<file path="src/sv/hcsu_pkg.sv">
// Shared types and constants for the hyperbolic cyclic stress update unit.
// No dependencies; every other file but hcsu_div refers to it by scoped names.
package hcsu_pkg;

    localparam int unsigned DATA_W    = 32;
    localparam int unsigned CFG_IDX_W = 1;

    localparam logic [CFG_IDX_W-1:0] CFG_MAX_SHEAR_MODULUS = 1'b0;
    localparam logic [CFG_IDX_W-1:0] CFG_MAX_SHEAR_STRESS  = 1'b1;

    localparam logic [DATA_W-1:0] RST_MODULUS  = 32'h0001_0000;
    localparam logic [DATA_W-1:0] RST_STRENGTH = 32'h0001_0000;

    localparam logic CMD_TRIAL  = 1'b0;
    localparam logic CMD_COMMIT = 1'b1;

    typedef enum logic [4:0] {
        S_IDLE, S_PREP, S_DIST, S_MX, S_MGT, S_MN0, S_MN1, S_MNA,
        S_DIVM, S_WAITM, S_STRESS, S_DIVR, S_WAITR, S_RATIO,
        S_MP0, S_MP1, S_MT0, S_MT1, S_MT2, S_TAN, S_FIN
    } t_state;

    typedef enum logic [4:0] {
        OP_NONE, OP_COMMIT, OP_LATCH, OP_PREP, OP_DIST, OP_MX, OP_MGT,
        OP_MN0, OP_MN1, OP_MNA, OP_DIVM, OP_STRESS, OP_DIVR, OP_RATIO,
        OP_MP0, OP_MP1, OP_MT0, OP_MT1, OP_MT2, OP_TAN, OP_OUT
    } t_dp_op;

    typedef struct packed {
        t_dp_op op;
    } t_dp_cmd;

    typedef struct packed {
        logic div_done;
    } t_dp_sts;

endpackage

</file>
<file path="src/sv/hcsu_ctrl.sv">
// Controller state machine: sequences the datapath and owns both handshakes.
// Depends on hcsu_pkg for states, datapath operations and status.
module hcsu_ctrl (
    input  logic              i_clk,
    input  logic              i_rst_n,
    input  logic              i_in_valid,
    input  logic              i_in_cmd,
    output logic              o_in_ready,
    output logic              o_out_valid,
    input  logic              i_out_ready,
    output hcsu_pkg::t_dp_cmd o_cmd,
    input  hcsu_pkg::t_dp_sts i_sts
);

    hcsu_pkg::t_state r_state, n_state;
    logic             r_out_valid, n_out_valid;
    logic             w_load;

    assign w_load = (r_state == hcsu_pkg::S_FIN) && (!r_out_valid || i_out_ready);

    always_comb begin
        n_state = r_state;
        unique case (r_state)
            hcsu_pkg::S_IDLE: begin
                if (i_in_valid) begin
                    n_state = (i_in_cmd == hcsu_pkg::CMD_COMMIT) ? hcsu_pkg::S_FIN
                                                                 : hcsu_pkg::S_PREP;
                end
            end
            hcsu_pkg::S_PREP:   n_state = hcsu_pkg::S_DIST;
            hcsu_pkg::S_DIST:   n_state = hcsu_pkg::S_MX;
            hcsu_pkg::S_MX:     n_state = hcsu_pkg::S_MGT;
            hcsu_pkg::S_MGT:    n_state = hcsu_pkg::S_MN0;
            hcsu_pkg::S_MN0:    n_state = hcsu_pkg::S_MN1;
            hcsu_pkg::S_MN1:    n_state = hcsu_pkg::S_MNA;
            hcsu_pkg::S_MNA:    n_state = hcsu_pkg::S_DIVM;
            hcsu_pkg::S_DIVM:   n_state = hcsu_pkg::S_WAITM;
            hcsu_pkg::S_WAITM: begin
                if (i_sts.div_done) begin
                    n_state = hcsu_pkg::S_STRESS;
                end
            end
            hcsu_pkg::S_STRESS: n_state = hcsu_pkg::S_DIVR;
            hcsu_pkg::S_DIVR:   n_state = hcsu_pkg::S_WAITR;
            hcsu_pkg::S_WAITR: begin
                if (i_sts.div_done) begin
                    n_state = hcsu_pkg::S_RATIO;
                end
            end
            hcsu_pkg::S_RATIO:  n_state = hcsu_pkg::S_MP0;
            hcsu_pkg::S_MP0:    n_state = hcsu_pkg::S_MP1;
            hcsu_pkg::S_MP1:    n_state = hcsu_pkg::S_MT0;
            hcsu_pkg::S_MT0:    n_state = hcsu_pkg::S_MT1;
            hcsu_pkg::S_MT1:    n_state = hcsu_pkg::S_MT2;
            hcsu_pkg::S_MT2:    n_state = hcsu_pkg::S_TAN;
            hcsu_pkg::S_TAN:    n_state = hcsu_pkg::S_FIN;
            hcsu_pkg::S_FIN: begin
                if (w_load) begin
                    n_state = hcsu_pkg::S_IDLE;
                end
            end
            default:            n_state = hcsu_pkg::S_IDLE;
        endcase
    end

    always_comb begin
        o_cmd.op = hcsu_pkg::OP_NONE;
        unique case (r_state)
            hcsu_pkg::S_IDLE: begin
                if (i_in_valid) begin
                    o_cmd.op = (i_in_cmd == hcsu_pkg::CMD_COMMIT) ? hcsu_pkg::OP_COMMIT
                                                                  : hcsu_pkg::OP_LATCH;
                end
            end
            hcsu_pkg::S_PREP:   o_cmd.op = hcsu_pkg::OP_PREP;
            hcsu_pkg::S_DIST:   o_cmd.op = hcsu_pkg::OP_DIST;
            hcsu_pkg::S_MX:     o_cmd.op = hcsu_pkg::OP_MX;
            hcsu_pkg::S_MGT:    o_cmd.op = hcsu_pkg::OP_MGT;
            hcsu_pkg::S_MN0:    o_cmd.op = hcsu_pkg::OP_MN0;
            hcsu_pkg::S_MN1:    o_cmd.op = hcsu_pkg::OP_MN1;
            hcsu_pkg::S_MNA:    o_cmd.op = hcsu_pkg::OP_MNA;
            hcsu_pkg::S_DIVM:   o_cmd.op = hcsu_pkg::OP_DIVM;
            hcsu_pkg::S_WAITM:  o_cmd.op = hcsu_pkg::OP_NONE;
            hcsu_pkg::S_STRESS: o_cmd.op = hcsu_pkg::OP_STRESS;
            hcsu_pkg::S_DIVR:   o_cmd.op = hcsu_pkg::OP_DIVR;
            hcsu_pkg::S_WAITR:  o_cmd.op = hcsu_pkg::OP_NONE;
            hcsu_pkg::S_RATIO:  o_cmd.op = hcsu_pkg::OP_RATIO;
            hcsu_pkg::S_MP0:    o_cmd.op = hcsu_pkg::OP_MP0;
            hcsu_pkg::S_MP1:    o_cmd.op = hcsu_pkg::OP_MP1;
            hcsu_pkg::S_MT0:    o_cmd.op = hcsu_pkg::OP_MT0;
            hcsu_pkg::S_MT1:    o_cmd.op = hcsu_pkg::OP_MT1;
            hcsu_pkg::S_MT2:    o_cmd.op = hcsu_pkg::OP_MT2;
            hcsu_pkg::S_TAN:    o_cmd.op = hcsu_pkg::OP_TAN;
            hcsu_pkg::S_FIN: begin
                if (w_load) begin
                    o_cmd.op = hcsu_pkg::OP_OUT;
                end
            end
            default:            o_cmd.op = hcsu_pkg::OP_NONE;
        endcase
    end

    always_comb begin
        n_out_valid = r_out_valid;
        if (w_load) begin
            n_out_valid = 1'b1;
        end else if (i_out_ready) begin
            n_out_valid = 1'b0;
        end
    end

    always_ff @(posedge i_clk) begin
        if (!i_rst_n) begin
            r_state     <= hcsu_pkg::S_IDLE;
            r_out_valid <= 1'b0;
        end else begin
            r_state     <= n_state;
            r_out_valid <= n_out_valid;
        end
    end

    assign o_in_ready  = (r_state == hcsu_pkg::S_IDLE);
    assign o_out_valid = r_out_valid;

endmodule

</file>
<file path="config.mk">
export PLATFORM = sky130hd
export DESIGN_NAME = hcsu_ctrl
export DESIGN_NICKNAME = d
export VERILOG_FILES = /design/src/sv/hcsu_pkg.sv /design/src/sv/hcsu_ctrl.sv
export SDC_FILE = /design/constraint.sdc
export NUM_CORES = 1
export LEC_CHECK = 0
export BUFFER_PORTS_ARGS = -buffer_cell sky130_fd_sc_hd__buf_2
export CAP_MARGIN = 20
export CORE_AREA = 2 2 39 41
export CTS_CLUSTER_DIAMETER = 80
export DETAILED_ROUTE_END_ITERATION = 7
export DIE_AREA = 0 0 41 43
export PLACE_DENSITY = 0.65
export SLEW_MARGIN = 20
export SYNTH_ARGS = -nofsm -noshare
export SYNTH_HDL_FRONTEND = slang
export SYNTH_SLANG_ARGS = --single-unit
</file>
<file path="constraint.sdc">
create_clock -name i_clk -period 1.44 [get_ports i_clk]
set_clock_uncertainty 0.1 [all_clocks]
set_input_delay 0.144 -clock i_clk [delete_from_list [all_inputs] [get_ports i_clk]]
set_output_delay 0.144 -clock i_clk [all_outputs]
set_load 0.02 [all_outputs]
</file>
Word level (Yosys, flattened, before mapping)
Cells that the tools add are included.
Word-level totals
  flip-flop bits (word level): 6
  input port bits: 6
  output and inout bits: 7
  word-level logic and storage cells: 44
Operators by class
  equal/unequal tests: 24
  multiplexer cells: 12
  reduce and logical (&&, ||, !) cells: 6
Operator list (number)
  5-bit case mux with 21 select lines: 1
  5-bit case mux with 19 select lines: 1
  5-bit by 4-bit == test with 1-bit output (second input constant): 8
  5-bit two-way mux: 6
  5-bit == test (second input constant): 5
  5-bit by 3-bit == test with 1-bit output (second input constant): 4
  5-bit by 2-bit == test with 1-bit output (second input constant): 2
  2-bit inequality test (second input constant): 4
  5-bit by 1-bit == test with 1-bit output (second input constant): 1
  5-bit zero test: 1
  2-bit two-way mux: 2
  4-bit AND reduction: 1
  1-bit two-way mux: 2
  2-bit nonzero test: 1
  1-bit logical AND: 1
  1-bit zero test: 1
  1-bit logical OR: 1

Logic depth before layout (Yosys ltp)
  depth in word-level cells: 5
  depth in mapped cells: 6
  gate-level depth less buffers: 4

Worst setup path after synthesis
Ideal clock, no wire load.
  path kind: reg-to-output
  start point: reg r_state[0]
  end point: out o_cmd[1] (netlist name)
  arrival: 1.816 ns
  data required time: 1.196 ns
  setup slack: -0.620 ns
  stages on the path, launching flop included: 6
  path buffers: 2
  cells stage by stage: dfxtp_1 -> buf_6 -> buf_2 -> nor4_1 -> nand3b_1 -> o211ai_1
RTL lines
  start, declared: line hcsu_ctrl.sv:15  | hcsu_pkg::t_state r_state, n_state;
  start signal, assigned: line hcsu_ctrl.sv:114  | r_state <= hcsu_pkg::S_IDLE;
  start signal, assigned: line hcsu_ctrl.sv:117  | r_state <= n_state;
  end, declared: line hcsu_ctrl.sv:11  | output hcsu_pkg::t_dp_cmd o_cmd,

==> impl_metrics.py <==
metrics = {
    "clock_tree": {
        "clock-root-buffer": "clkbuf_4",
        "htreeDepth": 1,
        "ctsHoldBuffers": 0,
        "numCtsBuffers": 3,
        "clkLatencyLatePin_ns": 0.26,
        "clkTransAtPathRegs_ns": 0.05,
        "cts_tree": "built",
        "clk_path_buf_depth": 2,
        "cts.sinks": 6,
    },
    "route": {
        "drcViolationCount": 0,
        "ant_nets": 0,
        "first_pass_iters": 4,
        "viasPerCell": 5.79,
        "finalWirelength_mm": 1.95,
        "wl_per_cell_um": 15.6,
        "vias": 724,
        "drtIter0Drc": 17,
    },
    "floorplan": {
        "die-area_um2": 1760,
        "initial_core_util_pct": 40.0,
        "die_w_um": 41,
        "ios": 13,
        "coreArea_um2": 1380,
        "rows": 14,
        "chipHeight_um": 43,
    },
    "worst_setup_path": {
        "required_ns": 1.20,
        "end_kind": "output port",
        "cp_max_fo": 13,
        "critical_path_class": "flip-flop to output port",
        "crit_arrival_ns": 1.46,
        "cp-start-kind": "flip-flop",
    },
    "sta": {
        "rsz0062_at_grt": "true",
        "holdWs_ns": 0.121,
        "max-slew-margin-rel_pct": 77.3,
        "timing.final.ws_setup_ns": -0.260,
        "setup_violations": 10,
        "period_needed_ns": 1.70,
        "maxSlewViolCount": 0,
        "tightest_slew_ns": 0.337,
        "period_share_pct": 118,
        "hold_viol_final": 0,
        "fmax_mhz": 588,
    },
    "synth": {
        "synthTopCellsByArea": "dfxtp_1, o21ai_0, nand3_1, nor2_1, xor2_1",
        "synth_top_area_share_pct": 21.7,
        "synth_fp_nets": 85,
        "yosys_warnings": 0,
        "synth_cell_types": 33,
        "synth_top_cell_by_area": "dfxtp_1",
        "syn_area_per_cell_um2": 7.00,
        "ys_seq_area_share_pct": 21.7,
        "syn-cell-area_um2": 553,
        "syn_inst": 79,
        "synth-seq-cells": 6,
    },
    "layout": {
        "final_util_pct": 65.6,
        "nNetsFinal": 117,
        "drive_gt1_share_pct": 49.5,
        "diodes": 0,
        "final_cell_area_um2": 907,
        "area_growth_pct": 64.0,
    },
    "power_and_ir_drop": {
        "vdd_drop_max_mv": 1.28,
        "p_leak_nw": 0.399,
        "powerDensity_nw_per_um2": 2240,
    },
    "placed_design": {
        "dp_hpwl_mm": 1.24,
        "numPortBuffers": 12,
        "pre_cts_slack_ns": -0.0826,
        "dpl_cell_area_um2": 754,
        "place.gp.congestion": 0.867,
    },
    "global_route": {
        "grt_util_all_layers_pct": 25.5,
        "grt_start_max_net_pins": 14,
        "grt_overflow": 0,
        "antenna_found_initial": 0,
        "grt_pass1_vias": 696,
        "grt_pass1_wl_mm": 3.06,
    },
    "run_status": {
        "outcome": "finished, violations left",
        "violations": "negative setup slack",
    },
    "worst_hold_path": {
        "hold_path_class": "primary input to flip-flop",
    },
    "run": {
        "drv_cap": 0,
    },
}
==> metrics by stage <==
step	power [mW]	std cells	TNS (ns)
finish	2.03	125	-1.61
global route	2.17	125	-2.06
CTS	1.94	125	-1.45
detailed placement	1.50	117	-0.274
global placement	1.48	117	-0.375
floorplan	1.13	79	-0.410
==> timing repair <==
item                                    CTS  global route
gates resized for setup                  23             6
pin swaps                                 5             2
gates cloned                              0             0
hold endpoints to repair                  0             0
endpoints found under the setup margin   10            10
setup buffers                             5             1
==> area by class of cell <==
cell class / instances / area [um^2]
Clock buffer: 3 / 22.5
Fill cell: 123 / 477
Inverter: 1 / 3.75
Multi-Input combinational cell: 64 / 453
Sequential cell: 6 / 130
Tap cell: 16 / 20.0
Timing Repair Buffer: 35 / 278
==> layout by cell type, fill, tap and decap left out, drive strengths merged, types with 2 or more instances in the layout <==
master | synthesis | layout
xor2 | 3 | 3
clkbuf | 4 | 3
and3 | 2 | 2
nand2 | 6 | 6
xnor2 | 2 | 2
nand2b | 2 | 2
o21ai | 9 | 9
nor2b | 3 | 3
a21oi | 3 | 3
o211ai | 2 | 2
dfxtp | 6 | 6
nor4b | 2 | 2
a31o | 2 | 2
buf | 4 | 35
nand3 | 7 | 7
nor2 | 7 | 7
==> path summary, 6_finish.rpt <==
path,from,end,slack [ns],depth (start not counted)
worst max-delay path,r_state[4],o_cmd[1],-0.26,5
worst min-delay path,i_rst_n,r_state[3],0.12,2
worst max register to register,r_state[1],r_state[0],-0.13,5
worst min register to register,o_out_valid,o_out_valid,0.44,2
==> flip-flops by register name, summed over array words and instances, names as in the netlist <==
register	flops
r_state	5
o_out_valid	1
==> metal layers <==
layer	global-route usage, %	vias up	wire length [um]
met1	33.3	347	842
li1	-	347	-
met5	0	-	0
met3	9.42	2	101
met2	37.8	28	985
met4	7.33	0	15
==> critical path, cell delays in order (launching register included) <==
cell      delay, ns
dfxtp_1        0.35
buf_4          0.21
nor4_4         0.26
nand3b_1       0.11
o211ai_1       0.09
buf_4          0.17
==> cell families after synthesis <==
group	after synthesis	synth area share, %
buffers and inverters	9	8.14
flip-flops	6	21.7
XOR/XNOR	5	7.92
AO/OA/AOI/OAI	21	24.0
AND/OR/NAND/NOR	38	38.2
==> synth_stat cells, drive strengths merged <==
cell,n
and4,1
nand2b,2
or2,1
clkbuf,4
a31o,2
buf,4
a31oi,1
nor4b,2
nand3b,1
or4,1
xnor2,2
nor2b,3
nor3,1
xor2,3
nand4,1
and3,2
a22oi,1
nand2,6
nand3,7
o22ai,1
o211ai,2
o21ai,9
nor4,1
nor2,7
a2bb2oi,1
nor3b,1
a21oi,3
a21boi,1
dfxtp,6
inv,1
and2b,1
==> report_power, final <==
group	internal [mW]	switching [mW]	total (mW)
logic	0.812	0.764	1.58
registers	0.225	0.0634	0.288
clock network	0.0949	0.0705	0.165
total	1.13	0.898	2.03
Power figures use the tool's default switching activity.
